<file path="src/msp_tfp_pkg.sv">
// ----------------------------------------------------------------------------
// msp_tfp_pkg
// Shared types, codes and the result field table of the telemetry frame parser.
// ----------------------------------------------------------------------------
package msp_tfp_pkg;

	// header bytes
	localparam logic [7:0] CH_DOLLAR = 8'h24;
	localparam logic [7:0] CH_M      = 8'h4D;
	localparam logic [7:0] CH_GT     = 8'h3E;

	// decoded bytes live at payload offsets below this
	localparam int STORE_BYTES = 16;
	localparam int STORE_IDX_W = $clog2(STORE_BYTES);

	typedef logic [STORE_BYTES-1:0][7:0] store_t;

	// configuration register indexes
	localparam logic [2:0] CFG_ATTITUDE = 3'd0;
	localparam logic [2:0] CFG_ALTITUDE = 3'd1;
	localparam logic [2:0] CFG_RAW_GPS  = 3'd2;
	localparam logic [2:0] CFG_COMP_GPS = 3'd3;
	localparam logic [2:0] CFG_WAYPOINT = 3'd4;

	localparam logic [7:0] RST_ATTITUDE = 8'd108;
	localparam logic [7:0] RST_ALTITUDE = 8'd109;
	localparam logic [7:0] RST_RAW_GPS  = 8'd106;
	localparam logic [7:0] RST_COMP_GPS = 8'd107;
	localparam logic [7:0] RST_WAYPOINT = 8'd118;

	// gps update toggle bits
	localparam logic [2:0] TGL_COMP = 3'b001;
	localparam logic [2:0] TGL_RAW  = 3'b010;
	localparam logic [2:0] TGL_WP   = 3'b100;

	// result field ids
	localparam logic [3:0] FID_ALT     = 4'd0;
	localparam logic [3:0] FID_ROLL    = 4'd1;
	localparam logic [3:0] FID_PITCH   = 4'd2;
	localparam logic [3:0] FID_HEADING = 4'd3;
	localparam logic [3:0] FID_FIX     = 4'd4;
	localparam logic [3:0] FID_SATS    = 4'd5;
	localparam logic [3:0] FID_LAT     = 4'd6;
	localparam logic [3:0] FID_LON     = 4'd7;
	localparam logic [3:0] FID_GPSALT  = 4'd8;
	localparam logic [3:0] FID_SPEED   = 4'd9;
	localparam logic [3:0] FID_DIST    = 4'd10;
	localparam logic [3:0] FID_DIR     = 4'd11;
	localparam logic [3:0] FID_HOMELAT = 4'd12;
	localparam logic [3:0] FID_HOMELON = 4'd13;
	localparam logic [3:0] FID_MAX     = FID_HOMELON;

	typedef enum logic [5:0] {
		PH_IDLE    = 6'b000001,
		PH_START   = 6'b000010,
		PH_GOT_M   = 6'b000100,
		PH_ARROW   = 6'b001000,
		PH_SIZE    = 6'b010000,
		PH_PAYLOAD = 6'b100000
	} phase_t;

	typedef enum logic [4:0] {
		KIND_ALT  = 5'b00001,
		KIND_ATT  = 5'b00010,
		KIND_RAW  = 5'b00100,
		KIND_COMP = 5'b01000,
		KIND_WP   = 5'b10000
	} kind_t;

	typedef enum logic [1:0] {
		FMT_U8  = 2'd0,
		FMT_U16 = 2'd1,
		FMT_S16 = 2'd2,
		FMT_W32 = 2'd3
	} fmt_t;

	typedef struct packed {
		logic [7:0] attitude;
		logic [7:0] altitude;
		logic [7:0] raw_gps;
		logic [7:0] comp_gps;
		logic [7:0] waypoint;
	} codes_t;

	// frame end event from the framer to the decoder
	typedef struct packed {
		logic       done;
		logic [7:0] cmd;
	} frame_evt_t;

	typedef struct packed {
		logic [3:0]             id;
		logic [STORE_IDX_W-1:0] ofs;
		fmt_t                   fmt;
	} fld_ent_t;

	// index of the final result for a command kind
	function automatic logic [2:0] kind_last(kind_t kind);
		logic [2:0] n;
		unique case (kind)
			KIND_ALT:  n = 3'd0;
			KIND_ATT:  n = 3'd2;
			KIND_RAW:  n = 3'd5;
			KIND_COMP: n = 3'd1;
			KIND_WP:   n = 3'd1;
			default:   n = 3'd0;
		endcase
		return n;
	endfunction

	// id, payload offset and format of result k of a command kind
	function automatic fld_ent_t fld_lookup(kind_t kind, logic [2:0] k);
		fld_ent_t e;
		e = '{id: FID_ALT, ofs: '0, fmt: FMT_W32};
		unique case (kind)
			KIND_ALT: e = '{id: FID_ALT, ofs: 4'd0, fmt: FMT_W32};
			KIND_ATT: begin
				case (k)
					3'd0:    e = '{id: FID_ROLL,    ofs: 4'd0, fmt: FMT_S16};
					3'd1:    e = '{id: FID_PITCH,   ofs: 4'd2, fmt: FMT_S16};
					default: e = '{id: FID_HEADING, ofs: 4'd4, fmt: FMT_S16};
				endcase
			end
			KIND_RAW: begin
				case (k)
					3'd0:    e = '{id: FID_FIX,    ofs: 4'd0,  fmt: FMT_U8};
					3'd1:    e = '{id: FID_SATS,   ofs: 4'd1,  fmt: FMT_U8};
					3'd2:    e = '{id: FID_LAT,    ofs: 4'd2,  fmt: FMT_W32};
					3'd3:    e = '{id: FID_LON,    ofs: 4'd6,  fmt: FMT_W32};
					3'd4:    e = '{id: FID_GPSALT, ofs: 4'd10, fmt: FMT_U16};
					default: e = '{id: FID_SPEED,  ofs: 4'd12, fmt: FMT_U16};
				endcase
			end
			KIND_COMP: begin
				case (k)
					3'd0:    e = '{id: FID_DIST, ofs: 4'd0, fmt: FMT_U16};
					default: e = '{id: FID_DIR,  ofs: 4'd2, fmt: FMT_U16};
				endcase
			end
			KIND_WP: begin
				case (k)
					3'd0:    e = '{id: FID_HOMELAT, ofs: 4'd1, fmt: FMT_W32};
					default: e = '{id: FID_HOMELON, ofs: 4'd5, fmt: FMT_W32};
				endcase
			end
			default: e = '{id: FID_ALT, ofs: 4'd0, fmt: FMT_W32};
		endcase
		return e;
	endfunction

endpackage

</file>
<file path="src/msp_tfp_cfg_regs.sv">
// ----------------------------------------------------------------------------
// msp_tfp_cfg_regs
// Command code registers, written through a plain write port.
// ----------------------------------------------------------------------------
module msp_tfp_cfg_regs import msp_tfp_pkg::*; (
	input  logic       clk,
	input  logic       arst_n,
	input  logic       cfg_we,
	input  logic [2:0] cfg_index,
	input  logic [7:0] cfg_data,
	output codes_t     codes
);

	codes_t codes_q;

	always_ff @(posedge clk or negedge arst_n) begin
		if (!arst_n) begin
			codes_q <= '{attitude: RST_ATTITUDE, altitude: RST_ALTITUDE,
				raw_gps: RST_RAW_GPS, comp_gps: RST_COMP_GPS, waypoint: RST_WAYPOINT};
		end else if (cfg_we) begin
			unique case (cfg_index)
				CFG_ATTITUDE: codes_q.attitude <= cfg_data;
				CFG_ALTITUDE: codes_q.altitude <= cfg_data;
				CFG_RAW_GPS:  codes_q.raw_gps  <= cfg_data;
				CFG_COMP_GPS: codes_q.comp_gps <= cfg_data;
				CFG_WAYPOINT: codes_q.waypoint <= cfg_data;
				default: ;
			endcase
		end
	end

	assign codes = codes_q;

endmodule

</file>
<file path="src/msp_tfp_frame_fsm.sv">
// ----------------------------------------------------------------------------
// msp_tfp_frame_fsm
// Header hunt, size and command capture, payload byte store.
// ----------------------------------------------------------------------------
module msp_tfp_frame_fsm import msp_tfp_pkg::*; #(
	parameter int PAYLOAD_MAX = 64
) (
	input  logic       clk,
	input  logic       arst_n,
	input  logic       byte_vld,
	input  logic [7:0] rx_byte,
	output frame_evt_t evt,
	output store_t     store
);

	localparam logic [8:0] SIZE_LIMIT = 9'(PAYLOAD_MAX);

	phase_t     phase_q;
	logic [7:0] len_q;
	logic [7:0] cmd_q;
	logic [7:0] cnt_q;
	store_t     store_q;
	logic [8:0] cnt_inc;
	logic       frame_end;

	assign cnt_inc   = {1'b0, cnt_q} + 9'd1;
	assign frame_end = byte_vld && (phase_q == PH_PAYLOAD) && (cnt_inc >= {1'b0, len_q});

	always_ff @(posedge clk or negedge arst_n) begin
		if (!arst_n) begin
			phase_q <= PH_IDLE;
			len_q   <= '0;
			cmd_q   <= '0;
			cnt_q   <= '0;
			store_q <= '0;
		end else if (byte_vld) begin
			unique case (phase_q)
				PH_IDLE: begin
					if (rx_byte == CH_DOLLAR) phase_q <= PH_START;
				end
				PH_START: phase_q <= (rx_byte == CH_M) ? PH_GOT_M : PH_IDLE;
				PH_GOT_M: phase_q <= (rx_byte == CH_GT) ? PH_ARROW : PH_IDLE;
				PH_ARROW: begin
					if ({1'b0, rx_byte} > SIZE_LIMIT) begin
						phase_q <= PH_IDLE;
					end else begin
						len_q   <= rx_byte;
						phase_q <= PH_SIZE;
					end
				end
				PH_SIZE: begin
					cmd_q   <= rx_byte;
					phase_q <= PH_PAYLOAD;
				end
				PH_PAYLOAD: begin
					// bytes past the decoded window are never read back
					if (cnt_q[7:STORE_IDX_W] == '0) store_q[cnt_q[STORE_IDX_W-1:0]] <= rx_byte;
					if (frame_end) begin
						cnt_q   <= '0;
						phase_q <= PH_IDLE;
					end else begin
						cnt_q <= cnt_inc[7:0];
					end
				end
				default: phase_q <= PH_IDLE;
			endcase
		end
	end

	assign evt.done = frame_end;
	assign evt.cmd  = cmd_q;
	assign store    = store_q;

endmodule

</file>
<file path="src/msp_tfp_decoder.sv">
// ----------------------------------------------------------------------------
// msp_tfp_decoder
// Command match, gps toggles, one decoded value per cycle into the output register while it is not stalled.
// ----------------------------------------------------------------------------
module msp_tfp_decoder import msp_tfp_pkg::*; (
	input  logic        clk,
	input  logic        arst_n,
	input  frame_evt_t  evt,
	input  codes_t      codes,
	input  store_t      store,
	output logic        busy,
	output logic        m_tvalid,
	input  logic        m_tready,
	output logic [3:0]  field_id,
	output logic [31:0] field_value,
	output logic [2:0]  flags,
	output logic        last
);

	kind_t      kind_sel;
	logic       known;
	logic [2:0] tgl;

	logic       active_q;
	kind_t      kind_q;
	logic [2:0] k_q;
	logic [2:0] last_k_q;
	logic [2:0] toggles_q;

	logic        tvalid_q;
	logic [3:0]  id_q;
	logic [31:0] value_q;
	logic [2:0]  flags_q;
	logic        last_q;

	fld_ent_t   ent;
	logic [7:0] b0, b1, b2, b3;
	logic [31:0] value;
	logic       load;

	// first match wins: altitude, attitude, raw gps, comp gps, waypoint
	always_comb begin
		known    = 1'b1;
		kind_sel = KIND_ALT;
		tgl      = '0;
		if (evt.cmd == codes.altitude) begin
			kind_sel = KIND_ALT;
		end else if (evt.cmd == codes.attitude) begin
			kind_sel = KIND_ATT;
		end else if (evt.cmd == codes.raw_gps) begin
			kind_sel = KIND_RAW;
			tgl      = TGL_RAW;
		end else if (evt.cmd == codes.comp_gps) begin
			kind_sel = KIND_COMP;
			tgl      = TGL_COMP;
		end else if (evt.cmd == codes.waypoint) begin
			kind_sel = KIND_WP;
			tgl      = TGL_WP;
		end else begin
			known = 1'b0;
		end
	end

	always_comb begin
		ent = fld_lookup(kind_q, k_q);
		b0  = store[ent.ofs];
		b1  = store[ent.ofs + STORE_IDX_W'(1)];
		b2  = store[ent.ofs + STORE_IDX_W'(2)];
		b3  = store[ent.ofs + STORE_IDX_W'(3)];
		case (ent.fmt)
			FMT_U8:  value = {24'd0, b0};
			FMT_U16: value = {16'd0, b1, b0};
			FMT_S16: value = {{16{b1[7]}}, b1, b0};
			default: value = {b3, b2, b1, b0};
		endcase
	end

	assign load = active_q && (!tvalid_q || m_tready);

	always_ff @(posedge clk or negedge arst_n) begin
		if (!arst_n) begin
			active_q  <= 1'b0;
			kind_q    <= KIND_ALT;
			k_q       <= '0;
			last_k_q  <= '0;
			toggles_q <= '0;
			tvalid_q  <= 1'b0;
		end else begin
			if (evt.done) begin
				toggles_q <= toggles_q ^ tgl;
				active_q  <= known;
				kind_q    <= kind_sel;
				k_q       <= '0;
				last_k_q  <= kind_last(kind_sel);
			end else if (load) begin
				k_q <= k_q + 3'd1;
				if (k_q == last_k_q) active_q <= 1'b0;
			end
			if (load) tvalid_q <= 1'b1;
			else if (m_tready) tvalid_q <= 1'b0;
		end
	end

	always_ff @(posedge clk) begin
		if (load) begin
			id_q    <= ent.id;
			value_q <= value;
			flags_q <= toggles_q;
			last_q  <= (k_q == last_k_q);
		end
	end

	assign busy        = active_q;
	assign m_tvalid    = tvalid_q;
	assign field_id    = id_q;
	assign field_value = value_q;
	assign flags       = flags_q;
	assign last        = last_q;

endmodule

</file>
<file path="src/msp_telemetry_frame_parser.sv">
// ----------------------------------------------------------------------------
// msp_telemetry_frame_parser
// Serial telemetry frame parser: header hunt, payload store, value decode.
// ----------------------------------------------------------------------------
// results: a frame's final payload byte passes the input register, the decoder
//   state and output register; results leave one per cycle while tready is high
// throughput: one byte per cycle; input is held off while a frame's 1 to 6
//   results drain from the decoder, set by its single output register
// reset: arst_n clears parse state, the payload byte store and the gps toggles,
//   and loads the default command codes
module msp_telemetry_frame_parser import msp_tfp_pkg::*; #(
	parameter int PAYLOAD_MAX = 64
) (
	input  logic        clk,
	input  logic        arst_n,
	// byte stream in
	input  logic        s_axis_tvalid,
	output logic        s_axis_tready,
	input  logic [7:0]  s_axis_tdata,   // [7:0] rx_byte
	// decoded values out
	output logic        m_axis_tvalid,
	input  logic        m_axis_tready,
	output logic [39:0] m_axis_tdata,   // [31:0] field_value, [34:32] gps_update_flags,
	                                    // [39:35] zero
	output logic [3:0]  m_axis_tuser,   // [3:0] field_id
	output logic        m_axis_tlast,   // last_of_frame
	// command code registers
	input  logic        cfg_we,
	input  logic [2:0]  cfg_index,
	input  logic [7:0]  cfg_data
);

	logic        valid_s1;
	logic [7:0]  byte_s1;
	logic        consume;
	logic        busy;
	codes_t      codes;
	frame_evt_t  evt;
	store_t      store;
	logic [3:0]  field_id;
	logic [31:0] field_value;
	logic [2:0]  flags;

	// input register; a held byte waits while the decoder drains a frame
	assign consume       = valid_s1 && !busy;
	assign s_axis_tready = !valid_s1 || consume;

	always_ff @(posedge clk or negedge arst_n) begin
		if (!arst_n) begin
			valid_s1 <= 1'b0;
		end else if (s_axis_tready) begin
			valid_s1 <= s_axis_tvalid;
		end
	end

	always_ff @(posedge clk) begin
		if (s_axis_tvalid && s_axis_tready) byte_s1 <= s_axis_tdata;
	end

	msp_tfp_cfg_regs u_cfg (
		.clk       (clk),
		.arst_n    (arst_n),
		.cfg_we    (cfg_we),
		.cfg_index (cfg_index),
		.cfg_data  (cfg_data),
		.codes     (codes)
	);

	// framer: one transfer per consumed byte, flags the final payload byte
	msp_tfp_frame_fsm #(
		.PAYLOAD_MAX (PAYLOAD_MAX)
	) u_fsm (
		.clk      (clk),
		.arst_n   (arst_n),
		.byte_vld (consume),
		.rx_byte  (byte_s1),
		.evt      (evt),
		.store    (store)
	);

	// decoder: matches the command at frame end and walks its value list
	msp_tfp_decoder u_dec (
		.clk         (clk),
		.arst_n      (arst_n),
		.evt         (evt),
		.codes       (codes),
		.store       (store),
		.busy        (busy),
		.m_tvalid    (m_axis_tvalid),
		.m_tready    (m_axis_tready),
		.field_id    (field_id),
		.field_value (field_value),
		.flags       (flags),
		.last        (m_axis_tlast)
	);

	// the field id says which value the data carries
	assign m_axis_tuser = field_id;
	assign m_axis_tdata = {5'b00000, flags, field_value};

endmodule

</file>
<file path="config.mk">
export PLATFORM = sky130hd
export DESIGN_NAME = msp_telemetry_frame_parser
export DESIGN_NICKNAME = d
export VERILOG_FILES = /design/src/msp_tfp_pkg.sv /design/src/msp_tfp_cfg_regs.sv /design/src/msp_tfp_frame_fsm.sv /design/src/msp_tfp_decoder.sv /design/src/msp_telemetry_frame_parser.sv
export SDC_FILE = /design/constraint.sdc
export NUM_CORES = 1
export LEC_CHECK = 0
export BUFFER_PORTS_ARGS = -buffer_cell sky130_fd_sc_hd__buf_4
export CORE_UTILIZATION = 59
export CTS_BUF_LIST = sky130_fd_sc_hd__clkbuf_16
export DETAILED_ROUTE_END_ITERATION = 8
export PLACE_DENSITY_LB_ADDON = 0.12
export RECOVER_POWER = 50
export SLEW_MARGIN = 20
export SYNTH_ARGS = -nofsm -noshare
export SYNTH_HDL_FRONTEND = slang
export SYNTH_SLANG_ARGS = --single-unit
export TNS_END_PERCENT = 10
</file>
<file path="constraint.sdc">
create_clock -name clk -period 5.6 [get_ports clk]
set_clock_uncertainty 0.1 [all_clocks]
set_input_delay 0.84 -clock clk [delete_from_list [all_inputs] [get_ports clk]]
set_output_delay 0.84 -clock clk [all_outputs]
set_load 0.005 [all_outputs]
</file>
==> results by group, run 1 <==
Outcome
  • Outcome: complete, but fails checks
  • Failing checks: max-capacitance violations, max-slew violations

Die
  • Total die area: 28200 um2
  • Die width: 168 um
  • Num ports: 71
  • Die span in y: 168 um
  • Core ar.: 27000 um2
  • Initial core utilization: 0.602
  • Rows: 60

Hold path
  • Hold Crit Class: in2reg

Power and ir drop
  • Register share of total power: 0.484
  • Pwr dens: 261 nW/um2
  • Max VDD drop: 0.319 mV
  • Sw frac: 0.262
  • Comb pwr share: 0.119
  • Pleak: 7.79 nW
  • P_int: 3.43 mW
  • Psw: 1.21 mW
  • Clock power share: 0.397

Route
  • WL final: 48.1 mm
  • Vias per cell: 6.77
  • Drt pass-1 iters: 7
  • Detail Route Antenna Nets: 0
  • DRC errors left: 0
  • Drt wl/cell: 25.8 um
  • Vias: 12.6k
  • Initial DRC Count: 1390

Placement
  • Gpl congestion: 1.00
  • Port bufs: 65
  • DPL Wire Length: 33.3 mm
  • Placed inst area: 16900 um2
  • DP Worst Slack: 0.693 ns

Critical path
  • CP max FO: 23
  • CP cell instances: inv_1, ha_1, nor4_1, o311a_1, a31oi_1, inv_2, ha_1, buf_4, inv_1, xnor2_1, nor3_1, a32oi_1, o311ai_0
  • Critical R2R Capture: u_dec.field_value[23]
  • CP required: 5.82 ns
  • FF-to-FF path depth: 13
  • Reg-to-reg setup timing slack: 0.50 ns
  • Critical path class: reg2reg
  • Max incr delay on CP: 0.92 ns
  • Crit path capture: u_dec.field_value[23]
  • Reg-to-reg critical path startpoint: u_dec.k_q[0]
  • Critical path arrival: 5.32 ns
  • Critical path capture point type: flop
  • CP Launch Point: u_dec.k_q[0]
  • Crit path launch type: flop
  • Slowest CP cell: nor3_1

Synth
  • Top cell type's share of synthesized area: 0.293
  • Post-synthesis mux area share: 0.261
  • Post-Synth Adder-Cell Area: 0.0162
  • Library cells used by synthesis: 81
  • Simple-Gate Fraction of Synth Area: 0.124
  • Count of flip-flops with a built-in enable after synthesis: 48
  • Largest family of logic cells by synthesized area: multiplexers
  • FFs w/ async S/R, synth: 0.817
  • Count leader, synth: mux2_2
  • Post-synthesis xor/xnor area fraction: 0.0297
  • Gate Count Post-Synth: 1490
  • Area leader, netlist: dfrtp_1
  • Post-synth top cells: 192 x mux2_2, 190 x dfrtp_1, 156 x nand2_1, 132 x mux2i_1, 86 x nand3_1
  • Top FF cell, synth: dfrtp_1
  • Yosys warns: 0
  • Sequential share of the synthesized area: 0.422
  • #FFs+latches synth: 263
  • Syn Area/Cell: 10.9 um2
  • Synth Cell Area: 16200 um2
  • Top cells by area, synth: dfrtp_1 29%, mux2_2 13%, edfxtp_1 8.9%
  • Post-synthesis compound-gate area fraction: 0.107

STA
  • Setup TNS: 0 ns
  • Slew Viols, Final: 146
  • Max_slew headroom: -0.911
  • Fin crit period: 5.10 ns
  • Actual slew at the worst max-slew pin: 2.87 ns
  • RSZ-0062 raised after global routing: false
  • Setup violations, final: 0
  • Final clock period utilization by the worst path: 0.911
  • Hold Violations, Final: 0
  • Setup ws final: 0.500 ns
  • Fmax: 0.196 GHz

Final layout
  • Syn-to-layout area delta: 9.60%
  • Antenna diodes: 0
  • Fraction of layout cells with a size suffix above 1: 0.261
  • Cell area after layout: 17800 um2
  • NumNets Final: 1543

Global route
  • Pin count of the biggest net entering global routing: 113
  • GR Util All Layers: 0.348
  • Vias in the first global route: 12.1k
  • Total global routing overflow: 0
  • First-pass GRT wire length: 74.8 mm
  • Initial antenna violation count: 1

CTS
  • CTS Root Cell: clkbuf_16
  • CTS buffer count: 29
  • Clk_lat worst skew: 0.56 ns
  • Sink Count: 263
  • Max Buffers Root-to-Sink: 3
  • H-tree depth: 1
  • # hold bufs at CTS: 0
  • Number of gates resized after cts: 0
  • Clk slew on worst S/H paths: 0.06 ns
  • Setup bufs post-CTS: 0
  • CTS tree: done

Run
  • Max Cap Viol: 2
[registers in the layout, summed over array words and instances (netlist names), 6 cells and up]
signal / count
byte_s1: 8
u_cfg.codes: 40
u_dec.field_value: 32
u_fsm.cmd_q: 8
u_fsm.cnt_q: 8
u_fsm.len_q: 8
u_fsm.phase_q: 6
u_fsm.store: 128
[final cells by class]
class / count / area [um2]
multi-input cells: 1088 / 8800
inverters: 22 / 87.6
fillers: 2101 / 9160
repair buffers: 94 / 713
clock buffers: 30 / 751
clock inverters: 23 / 161
well taps: 341 / 427
flip-flops and latches: 263 / 6850
[critical path, delay by kind of cell, from the launching register on]
kind                     cells  cell delay [ns]
AO/OA/AOI/OAI                4             1.09
XOR/XNOR                     1             0.16
adder cells (fa/ha/maj)      2             0.58
buffers and inverters        4             0.89
flip-flops                   1             0.45
AND/OR/NAND/NOR              2             1.58
[cells by family after synthesis]
group / count (synthesis)
mux: 357
buf+inv: 143
flops: 263
other cells: 1
xor+xnor: 55
fa+ha+maj: 21
compound gates: 242
simple gates: 408
[metal layers]
| metal | vias to the layer above | share of wire | routed length, um | GRT usage |
|---|---|---|---|---|
| li1 | 5584 | - | - | - |
| met4 | 2 | 0.024 | 1170 | 0.0814 |
| met5 | - | 0.00027 | 13 | 0 |
| met2 | 615 | 0.45 | 21700 | 0.528 |
| met3 | 90 | 0.086 | 4120 | 0.0632 |
| met1 | 6299 | 0.44 | 21100 | 0.519 |
[per-stage QoR]
step,util,std cells,hold WS (ns),power (mW)
final,0.660,1861,0.371,4.64
after detailed placement,0.627,1808,0.359,2.84
after global placement,0.626,1808,0.356,2.83
after CTS,0.661,1861,0.323,4.67
after global routing,0.660,1861,0.360,4.83
after floorplan,-,1494,0.337,2.61
[worst min path at each step]
stage,cells after the start,endpoint,startpoint
global route,1,byte_s1[3],s_axis_tdata[3]
global placement,1,u_dec.toggles_q[0],u_dec.toggles_q[0]
detailed placement,0,u_dec.flags[2],u_dec.toggles_q[2]
CTS,1,u_fsm.store[67],arst_n
finish,2,valid_s1,s_axis_tvalid
floorplan,1,u_dec.toggles_q[0],u_dec.toggles_q[0]
[power groups by stage]
| stage | Sequential (mW) | Combinational (mW) | Clock, mW |
|---|---|---|---|
| floorplan | 2.22 | 0.386 | 0 |
| global placement | 2.27 | 0.556 | 0 |
| detailed placement | 2.28 | 0.560 | 0 |
| CTS | 2.24 | 0.563 | 1.87 |
| global route | 2.26 | 0.618 | 1.95 |
| finish | 2.24 | 0.554 | 1.84 |
[layout by cell type (no fill, tap or decap), types with 9 or more instances in the layout]
| cell type | count |
|---|---|
| mux2_2 | 192 |
| dfrtp_1 | 190 |
| nand2_1 | 156 |
| mux2i_1 | 132 |
| nand3_1 | 86 |
| buf_4 | 78 |
| o21ai_0 | 67 |
| edfxtp_1 | 48 |
| nor2_1 | 35 |
| inv_1 | 32 |
| xnor2_1 | 32 |
| clkbuf_16 | 30 |
| mux4_2 | 29 |
| a32oi_1 | 26 |
| dfstp_2 | 25 |
| nor3_1 | 24 |
| a21oi_1 | 23 |
| xor2_1 | 23 |
| ha_1 | 21 |
| nand4_1 | 18 |
| a21o_1 | 17 |
| o311ai_1 | 14 |
| and3_1 | 13 |
| nand2b_1 | 11 |
| nor4_1 | 10 |
| a21boi_0 | 10 |
| a311oi_1 | 9 |
| clkbuf_4 | 9 |
(Power assumes the default switching activity.)
==> inputs of run 2 (changes only) <==
--- a/config.mk
+++ b/config.mk
@@ -5,6 +5,7 @@
 export SDC_FILE = /design/constraint.sdc
 export NUM_CORES = 1
 export LEC_CHECK = 0
+export ABC_AREA = 1
 export BUFFER_PORTS_ARGS = -buffer_cell sky130_fd_sc_hd__buf_4
 export CORE_UTILIZATION = 59
 export CTS_BUF_LIST = sky130_fd_sc_hd__clkbuf_16
==> run 2 against run 1 <==
The run ends with design-rule violations, max-capacitance violations, max-slew violations left. Design area down 3.1%. Die area decreased by 1.4%. Count of clock-buffer cells in the layout fell by 1. Critical path type is now in2async. Sequential share of layout area is 1.2 points higher. Global-route usage shrank 0.34 points. First-iteration DRC count up 25%. Synthesized cell count rose by 50%. Utilization down 0.58 points. Critical path depth fell by 11. Largest power group unchanged. Total power decreased by 5.9%.
==> results by group, run 2 <==
Global route
  • Pin count of the biggest net entering global routing: 121 (was 113)
  • Initial antenna violation count: 1 (unchanged)
  • Total global routing overflow: 0 (unchanged)
  • Vias in the first global route: 13.7k (was 12.1k)
  • GR Util All Layers: 0.345 (was 0.348)
  • First-pass GRT wire length: 75.5 mm (was 74.8 mm)

Synth
  • Post-synth top cells: 753 x nand2_1, 412 x nand3_1, 212 x inv_1, 204 x o21ai_0, 190 x dfrtp_1 (was 192 x mux2_2, 190 x dfrtp_1, 156 x nand2_1, 132 x mux2i_1, 86 x nand3_1)
  • Sequential share of the synthesized area: 0.428 (was 0.422)
  • Library cells used by synthesis: 42 (was 81)
  • Area leader, netlist: dfrtp_1 (unchanged)
  • Count of flip-flops with a built-in enable after synthesis: 48 (unchanged)
  • Top FF cell, synth: dfrtp_1 (unchanged)
  • Largest family of logic cells by synthesized area: simple AND/OR/NAND/NOR gates (was multiplexers)
  • Syn Area/Cell: 7.18 um2 (was 10.9 um2)
  • #FFs+latches synth: 263 (unchanged)
  • Count leader, synth: nand2_1 (was mux2_2)
  • Post-synthesis xor/xnor area fraction: 0.0131 (was 0.0297)
  • Post-synthesis compound-gate area fraction: 0.0900 (was 0.107)
  • Top cell type's share of synthesized area: 0.297 (was 0.293)
  • Post-synthesis mux area share: 0 (was 0.261)
  • FFs w/ async S/R, synth: 0.817 (unchanged)
  • Gate Count Post-Synth: 2229 (was 1490)
  • Top cells by area, synth: dfrtp_1 30%, nand2_1 18%, nand3_1 13% (was dfrtp_1 29%, mux2_2 13%, edfxtp_1 8.9%)
  • Synth Cell Area: 16000 um2 (was 16200 um2)
  • Simple-Gate Fraction of Synth Area: 0.355 (was 0.124)
  • Post-Synth Adder-Cell Area: 0.0164 (was 0.0162)
  • Yosys warns: 0 (unchanged)

Die
  • Rows: 59 (was 60)
  • Die width: 167 um (was 168 um)
  • Initial core utilization: 0.607 (was 0.602)
  • Core ar.: 26400 um2 (was 27000 um2)
  • Total die area: 27800 um2 (was 28200 um2)
  • Die span in y: 167 um (was 168 um)
  • Num ports: 71 (unchanged)

Final layout
  • Most frequent cells in the layout: 753 x nand2_1, 413 x nand3_1, 213 x inv_1 (was 192 x mux2_2, 190 x dfrtp_1, 156 x nand2_1)
  • Max reg flops: 128 (unchanged)
  • Fillers: 2351 (was 2101)
  • Multi-input combinational cell area: 7630 um2 (was 8800 um2)
  • Syn-to-layout area delta: 7.71% (was 9.60%)
  • Fraction of layout cells with a size suffix above 1: 0.0942 (was 0.261)
  • Register area: 6850 um2 (unchanged)
  • NumNets Final: 2261 (was 1543)
  • Most common cell after layout, fill and taps aside: nand2_1 (was mux2_2)
  • Antenna diodes: 0 (unchanged)

CTS
  • Sink Count: 263 (unchanged)
  • CTS tree: done (unchanged)
  • Number of gates resized after cts: 0 (unchanged)
  • CTS buffer count: 29 (unchanged)
  • CTS Root Cell: clkbuf_16 (unchanged)
  • Setup bufs post-CTS: 0 (unchanged)
  • Max Buffers Root-to-Sink: 3 (unchanged)
  • # hold bufs at CTS: 0 (unchanged)
  • H-tree depth: 1 (unchanged)
  • Clk_lat worst skew: 0.58 ns (was 0.56 ns)
  • Clk slew on worst S/H paths: 0.06 ns (about the same)

Power and ir drop
  • Tot Pwr: 4.37 mW (was 4.64 mW)
  • P_int: 3.22 mW (was 3.43 mW)
  • Clock power share: 0.424 (was 0.397)
  • Max VDD drop: 0.249 mV (was 0.319 mV)
  • Pwr dens: 253 nW/um2 (was 261 nW/um2)
  • Sw frac: 0.262 (about the same)
  • Pleak: 8.43 nW (was 7.79 nW)
  • Comb pwr share: 0.094 (was 0.119)
  • Psw: 1.14 mW (was 1.21 mW)
  • Register share of total power: 0.482 (was 0.484)

Critical path
  • FF-to-FF path depth: 17 (was 13)
  • Critical path class: in2async (was reg2reg)
  • Bufs and invs on worst path: 2 (was 4)
  • CP required: 5.98 ns (was 5.82 ns)
  • CP max FO: 120 (was 23)
  • Crit path launch type: primary input (was flop)
  • Max incr delay on CP: 2.11 ns (was 0.92 ns)
  • Cell class contributing the biggest share of worst-path delay: buffers and inverters (was simple AND/OR/NAND/NOR gates)
  • Slowest CP cell: clkbuf_2 (was nor3_1)
  • Reg-to-reg setup timing slack: 1.86 ns (was 0.50 ns)
  • CP cell instances: clkbuf_2, clkbuf_2 (was inv_1, ha_1, nor4_1, o311a_1, a31oi_1, inv_2, ha_1, buf_4, inv_1, xnor2_1, nor3_1, a32oi_1, o311ai_0)
  • Critical path capture point type: async pin (was flop)
  • Critical R2R Capture: u_dec.field_value[19] (was u_dec.field_value[23])
  • Worst path most repeated cell: clkbuf_2
  • Reg-to-reg critical path startpoint: u_dec.k_q[0] (unchanged)
  • Critical path arrival: 4.38 ns (was 5.32 ns)

STA
  • RSZ-0062 raised after global routing: false (unchanged)
  • Fin crit period: 3.99 ns (was 5.10 ns)
  • Hold Violations, Final: 0 (unchanged)
  • Setup violations, final: 0 (unchanged)
  • Slew Viols, Final: 164 (was 146)
  • Setup ws final: 1.61 ns (was 0.500 ns)
  • Fmax: 0.250 GHz (was 0.196 GHz)
  • Max_slew headroom: -1.11 (was -0.911)
  • Actual slew at the worst max-slew pin: 3.17 ns (was 2.87 ns)
  • Setup TNS: 0 ns (unchanged)
  • Final clock period utilization by the worst path: 0.713 (was 0.911)

Route
  • Drt pass-1 iters: 8 (was 7)
  • Vias: 15.1k (was 12.6k)
  • WL final: 47.3 mm (was 48.1 mm)
  • Vias per cell: 5.86 (was 6.77)
  • Drt wl/cell: 18.4 um (was 25.8 um)
  • DRC errors left: 1 (was 0)
  • Detail Route Antenna Nets: 0 (unchanged)
  • Initial DRC Count: 1735 (was 1390)

Placement
  • Port bufs: 65 (unchanged)
  • DPL Wire Length: 32.4 mm (was 33.3 mm)
  • DP Worst Slack: 1.95 ns (was 0.693 ns)
  • Gpl congestion: 1.02 (was 1.00)

Hold path
  • Hold Crit Class: reg2reg (was in2reg)
  • WHS Endpoint: u_fsm.len_q[7] (was valid_s1)
  • Hold Path Origin: u_fsm.len_q[7] (was s_axis_tvalid)
  • Worst hold path cell count: 2 (unchanged)

Run
  • Max Cap Viol: 2 (unchanged)

Outcome
  • Failing checks: design-rule violations, max-capacitance violations, max-slew violations (was max-capacitance violations, max-slew violations)
  • Outcome: complete, but fails checks (unchanged)
-- run 2: cells by family (layout without fill, tap and decap cells) --
kind of cell    count (synthesis)  in the layout
compound gates                276            276
xor+xnor                       24             24
fa+ha+maj                      21             21
buf+inv                       352            358
flops                         263            263
other cells                     1              5
simple gates                 1292           1292
-- run 2: how the worst max path moves through the flow --
stage                                        to  cells past startpoint  slack [ns]         start
after floorplan           u_dec.field_value[24]                     22        2.31  u_dec.k_q[0]
after global placement    u_dec.field_value[24]                     17        2.10  u_dec.k_q[0]
after detailed placement  u_dec.field_value[29]                     17        1.95  u_dec.k_q[0]
after CTS                 u_dec.field_value[29]                     17        1.96  u_dec.k_q[0]
after global routing            u_fsm.store[74]                      2        0.88        arst_n
final                           u_fsm.store[74]                      2        1.61        arst_n
-- run 2: layout make-up --
type / count / share of cell area
repair buffers: 78 / 0.0329
multi-input cells: 1618 / 0.443
clock inverters: 25 / 0.0111
inverters: 226 / 0.0494
flip-flops and latches: 263 / 0.397
well taps: 335 / 0.0243
clock buffers: 29 / 0.0421
-- run 2: routing by layer --
| layer | track usage | part of all wire | vias up |
|---|---|---|---|
| met2 | 0.539 | 0.45 | 788 |
| met1 | 0.475 | 0.42 | 6932 |
| met4 | 0.145 | 0.043 | 0 |
| met3 | 0.0604 | 0.092 | 145 |
| li1 | - | - | 7222 |
| met5 | 0 | 0 | - |
-- run 2: worst min-delay path, cell delays in order (launching register included) --
cell and delay, ns:
dfrtp_1 0.34, nand2_1 0.05, inv_1 0.04
-- run 2: through the flow --
step	area, um2	hold slack [ns]	utilization	instances
floorplan	16000	0.336	-	2233
global placement	16400	0.352	0.621	2520
detailed placement	16400	0.352	0.621	2520
CTS	17300	0.331	0.655	2574
global route	17200	0.355	0.654	2574
finish	17200	0.364	0.654	2574
-- run 2: power by group through the flow --
stage               clock network (mW)  registers [mW]  logic, mW
finish                            1.85            2.10      0.411
global route                      1.94            2.11      0.472
CTS                               1.88            2.10      0.422
detailed placement                   0            2.14      0.419
global placement                     0            2.13      0.404
floorplan                            0            2.12      0.297
==> inputs of run 3 (changes only) <==
--- a/config.mk
+++ b/config.mk
@@ -7,7 +7,7 @@
 export LEC_CHECK = 0
 export ABC_AREA = 1
 export BUFFER_PORTS_ARGS = -buffer_cell sky130_fd_sc_hd__buf_4
-export CORE_UTILIZATION = 59
+export CORE_UTILIZATION = 57
 export CTS_BUF_LIST = sky130_fd_sc_hd__clkbuf_16
 export DETAILED_ROUTE_END_ITERATION = 8
 export PLACE_DENSITY_LB_ADDON = 0.12
==> constraint.sdc (replaced) <==
create_clock -name clk -period 3.3 [get_ports clk]
set_clock_uncertainty 0.1 [all_clocks]
set_input_delay 0.495 -clock clk [delete_from_list [all_inputs] [get_ports clk]]
set_output_delay 0.495 -clock clk [all_outputs]
set_load 0.005 [all_outputs]
==> run 3 against run 2 <==
The run ends with max-capacitance violations, max-slew violations left. Die area up 3.5%. Highest routed layer unchanged. Largest cell class unchanged. Register-to-register slack worse by 1.7 ns. Flip-flop and latch count unchanged. Sequential share of layout area down 0.91 points. Critical path type is now reg2reg. Clock power up 75%. Final cell count up 2.4%. Combinational power up 78%. Sequential power up 70%. First-iteration DRC count down 0.98%. Hold slack worse by 0.33 ns.
==> results by group, run 3 (synthesis results as in run 2) <==
Outcome
  • Outcome: complete, but fails checks (unchanged)
  • Failing checks: max-capacitance violations, max-slew violations (was design-rule violations, max-capacitance violations, max-slew violations)

Final layout
  • NumNets Final: 2287 (was 2261)
  • Cell area after layout: 17600 um2 (was 17200 um2)
  • Syn-to-layout area delta: 10.2% (was 7.71%)
  • Fraction of layout cells with a size suffix above 1: 0.102 (was 0.0942)
  • Util after Layout: 0.647 (was 0.654)
  • Most common cell after layout, fill and taps aside: nand2_1 (unchanged)
  • Max reg flops: 128 (unchanged)
  • Antenna diodes: 0 (unchanged)
  • Most frequent cells in the layout: 751 x nand2_1, 412 x nand3_1, 217 x inv_1 (was 753 x nand2_1, 413 x nand3_1, 213 x inv_1)
  • Fillers: 2502 (was 2351)

Critical path
  • FF-to-FF path depth: 15 (was 17)
  • CP required: 3.64 ns (was 5.98 ns)
  • Crit path capture: u_dec.field_value[22] (was u_fsm.store[74])
  • CP Launch Point: u_dec.k_q[0] (was arst_n)
  • Critical path capture point type: flop (was async pin)
  • Critical path arrival: 3.46 ns (was 4.38 ns)
  • Critical R2R Capture: u_dec.field_value[22] (was u_dec.field_value[19])
  • Bufs and invs on worst path: 3 (was 2)
  • Slowest CP cell: inv_1 (was clkbuf_2)
  • Reg-to-reg critical path startpoint: u_dec.k_q[0] (unchanged)
  • Reg-to-reg setup timing slack: 0.18 ns (was 1.86 ns)
  • CP max FO: 16 (was 120)
  • Crit path launch type: flop (was primary input)
  • CP cell instances: inv_1, ha_1, inv_2, nand2_1, nand2_1, nand3_2, nand2_1, nand2_4, nand2_4, ha_1, inv_1, nand3_1, nand3_1, nand3_1, nand2_1 (was clkbuf_2, clkbuf_2)
  • Cell class contributing the biggest share of worst-path delay: simple AND/OR/NAND/NOR gates (was buffers and inverters)
  • Worst path most repeated cell: nand2_1 (was clkbuf_2)
  • Crit path depth: 15 (was 2)
  • Critical path class: reg2reg (was in2async)
  • Max incr delay on CP: 0.47 ns (was 2.11 ns)

STA
  • Setup ws final: 0.181 ns (was 1.61 ns)
  • Fmax: 0.321 GHz
  • Fin crit period: 3.12 ns
  • Final clock period utilization by the worst path: 0.945
  • Setup violations, final: 0 (unchanged)
  • Max_slew headroom: -0.610 (was -1.11)
  • RSZ-0062 raised after global routing: true (was false)
  • Actual slew at the worst max-slew pin: 2.42 ns (was 3.17 ns)
  • Slew Viols, Final: 91 (was 164)
  • Hold Violations, Final: 0 (unchanged)

Power and ir drop
  • Pwr dens: 427 nW/um2 (was 253 nW/um2)
  • Max VDD drop: 0.508 mV (was 0.249 mV)
  • Pleak: 8.63 nW (was 8.43 nW)

Route
  • Drt pass-1 iters: 6 (was 8)
  • WL final: 47.3 mm (about the same)
  • Initial DRC Count: 1718 (was 1735)
  • Drt wl/cell: 17.9 um (was 18.4 um)
  • Vias: 15.0k (was 15.1k)
  • Detail Route Antenna Nets: 0 (unchanged)
  • Vias per cell: 5.68 (was 5.86)
  • DRC errors left: 0 (was 1)

CTS
  • Max Buffers Root-to-Sink: 3 (unchanged)
  • Setup bufs post-CTS: 0 (unchanged)
  • Clk slew on worst S/H paths: 0.06 ns (about the same)
  • CTS Root Cell: clkbuf_16 (unchanged)
  • H-tree depth: 1 (unchanged)
  • CTS tree: done (unchanged)
  • Sink Count: 263 (unchanged)
  • CTS buffer count: 29 (unchanged)
  • Clk_lat worst skew: 0.58 ns (about the same)

Placement
  • Gpl congestion: 0.977 (was 1.02)
  • DP Worst Slack: 0.173 ns (was 1.95 ns)
  • Port bufs: 65 (unchanged)
  • DPL Wire Length: 33.7 mm (was 32.4 mm)
  • Placed inst area: 16600 um2 (was 16400 um2)

Die
  • Total die area: 28800 um2 (was 27800 um2)
  • Die span in y: 170 um (was 167 um)
  • Initial core utilization: 0.587 (was 0.607)
  • Core ar.: 27300 um2 (was 26400 um2)
  • Rows: 60 (was 59)
  • Num ports: 71 (unchanged)
  • Die width: 170 um (was 167 um)

Global route
  • Initial antenna violation count: 0 (was 1)
  • First-pass GRT wire length: 74.9 mm (was 75.5 mm)
  • Vias in the first global route: 13.7k (about the same)
  • Total global routing overflow: 0 (unchanged)
  • Pin count of the biggest net entering global routing: 117 (was 121)
  • GR Util All Layers: 0.336 (was 0.345)

Run
  • Max Cap Viol: 1 (was 2)

Hold path
  • Hold Crit Class: in2reg (was reg2reg)
==> run 3: changes by cell type in the layout (fill, tap and decap cells not counted), sizes merged <==
cell	previous run	this run
buf	63	73
clkbuf	44	53
clkinv	17	12
clkinvlp	1	0
dlygate4sd3	0	9
inv	231	235
==> run 3: worst min path at each step <==
stage                         startpoint              to  slack, ns  cells past startpoint
after detailed placement  u_fsm.len_q[7]  u_fsm.len_q[7]       0.35                      2
after CTS                  s_axis_tvalid        valid_s1       0.02                      3
final                      s_axis_tvalid        valid_s1       0.03                      3
after global placement    u_fsm.len_q[7]  u_fsm.len_q[7]       0.35                      2
after global routing       s_axis_tvalid        valid_s1       0.05                      3
after floorplan                   arst_n  u_cfg.codes[0]        0.1                      0
==> run 3: power by group <==
| group | total, mW | internal, mW | switching [mW] | leakage, nW |
|---|---|---|---|---|
| registers | 3.57 | 3.47 | 0.101 | 3.36 |
| logic | 0.733 | 0.254 | 0.479 | 4.77 |
| clock network | 3.23 | 1.85 | 1.37 | 0.499 |
| total | 7.53 | 5.58 | 1.95 | 8.63 |
==> run 3: layout make-up <==
type	instances	area, um2	share of cell area
Timing Repair Buffer	104	876	0.0496
Multi-Input combinational cell	1618	7650	0.434
Inverter	226	851	0.0482
Tap cell	372	465	0.0264
Sequential cell	263	6850	0.388
Clock inverter	23	174	0.00986
Clock buffer	31	776	0.0440
==> run 3: what timing repair did <==
item                                   in CTS  in global routing
hold buffers                                9                  0
setup endpoints to repair                   0                 29
endpoints found under the hold margin      92                  0
resized for setup                           0                  4
==> run 3: metal layers <==
metal  global-route usage  up-vias  routed length [um]
li1                     -     7278                   -
met1                0.470     7007               20600
met2                0.522      598               21000
met3               0.0567       93                3930
met4                0.128        0                1850
met5                    0        -                   0
==> run 3: stage by stage <==
stage	power (mW)	setup TNS, ns	cells	hold slack [ns]
after global placement	4.32	0	2574	0.351
after floorplan	4.11	0	2233	0.0994
final	7.53	0	2637	0.0327
after CTS	7.58	0	2637	0.0155
after global routing	7.80	-0.212	2637	0.0489
after detailed placement	4.35	0	2574	0.354
==> run 3: worst reg2reg max path: stages (launching register included) <==
cell and delay (ns):
dfrtp_1 0.41, inv_1 0.10, ha_1 0.27, inv_2 0.07, nand2_1 0.05, nand2_1 0.13
nand3_2 0.10, nand2_1 0.11, nand2_4 0.10, nand2_4 0.20, ha_1 0.29, inv_1 0.47
nand3_1 0.24, nand3_1 0.14, nand3_1 0.11, nand2_1 0.11
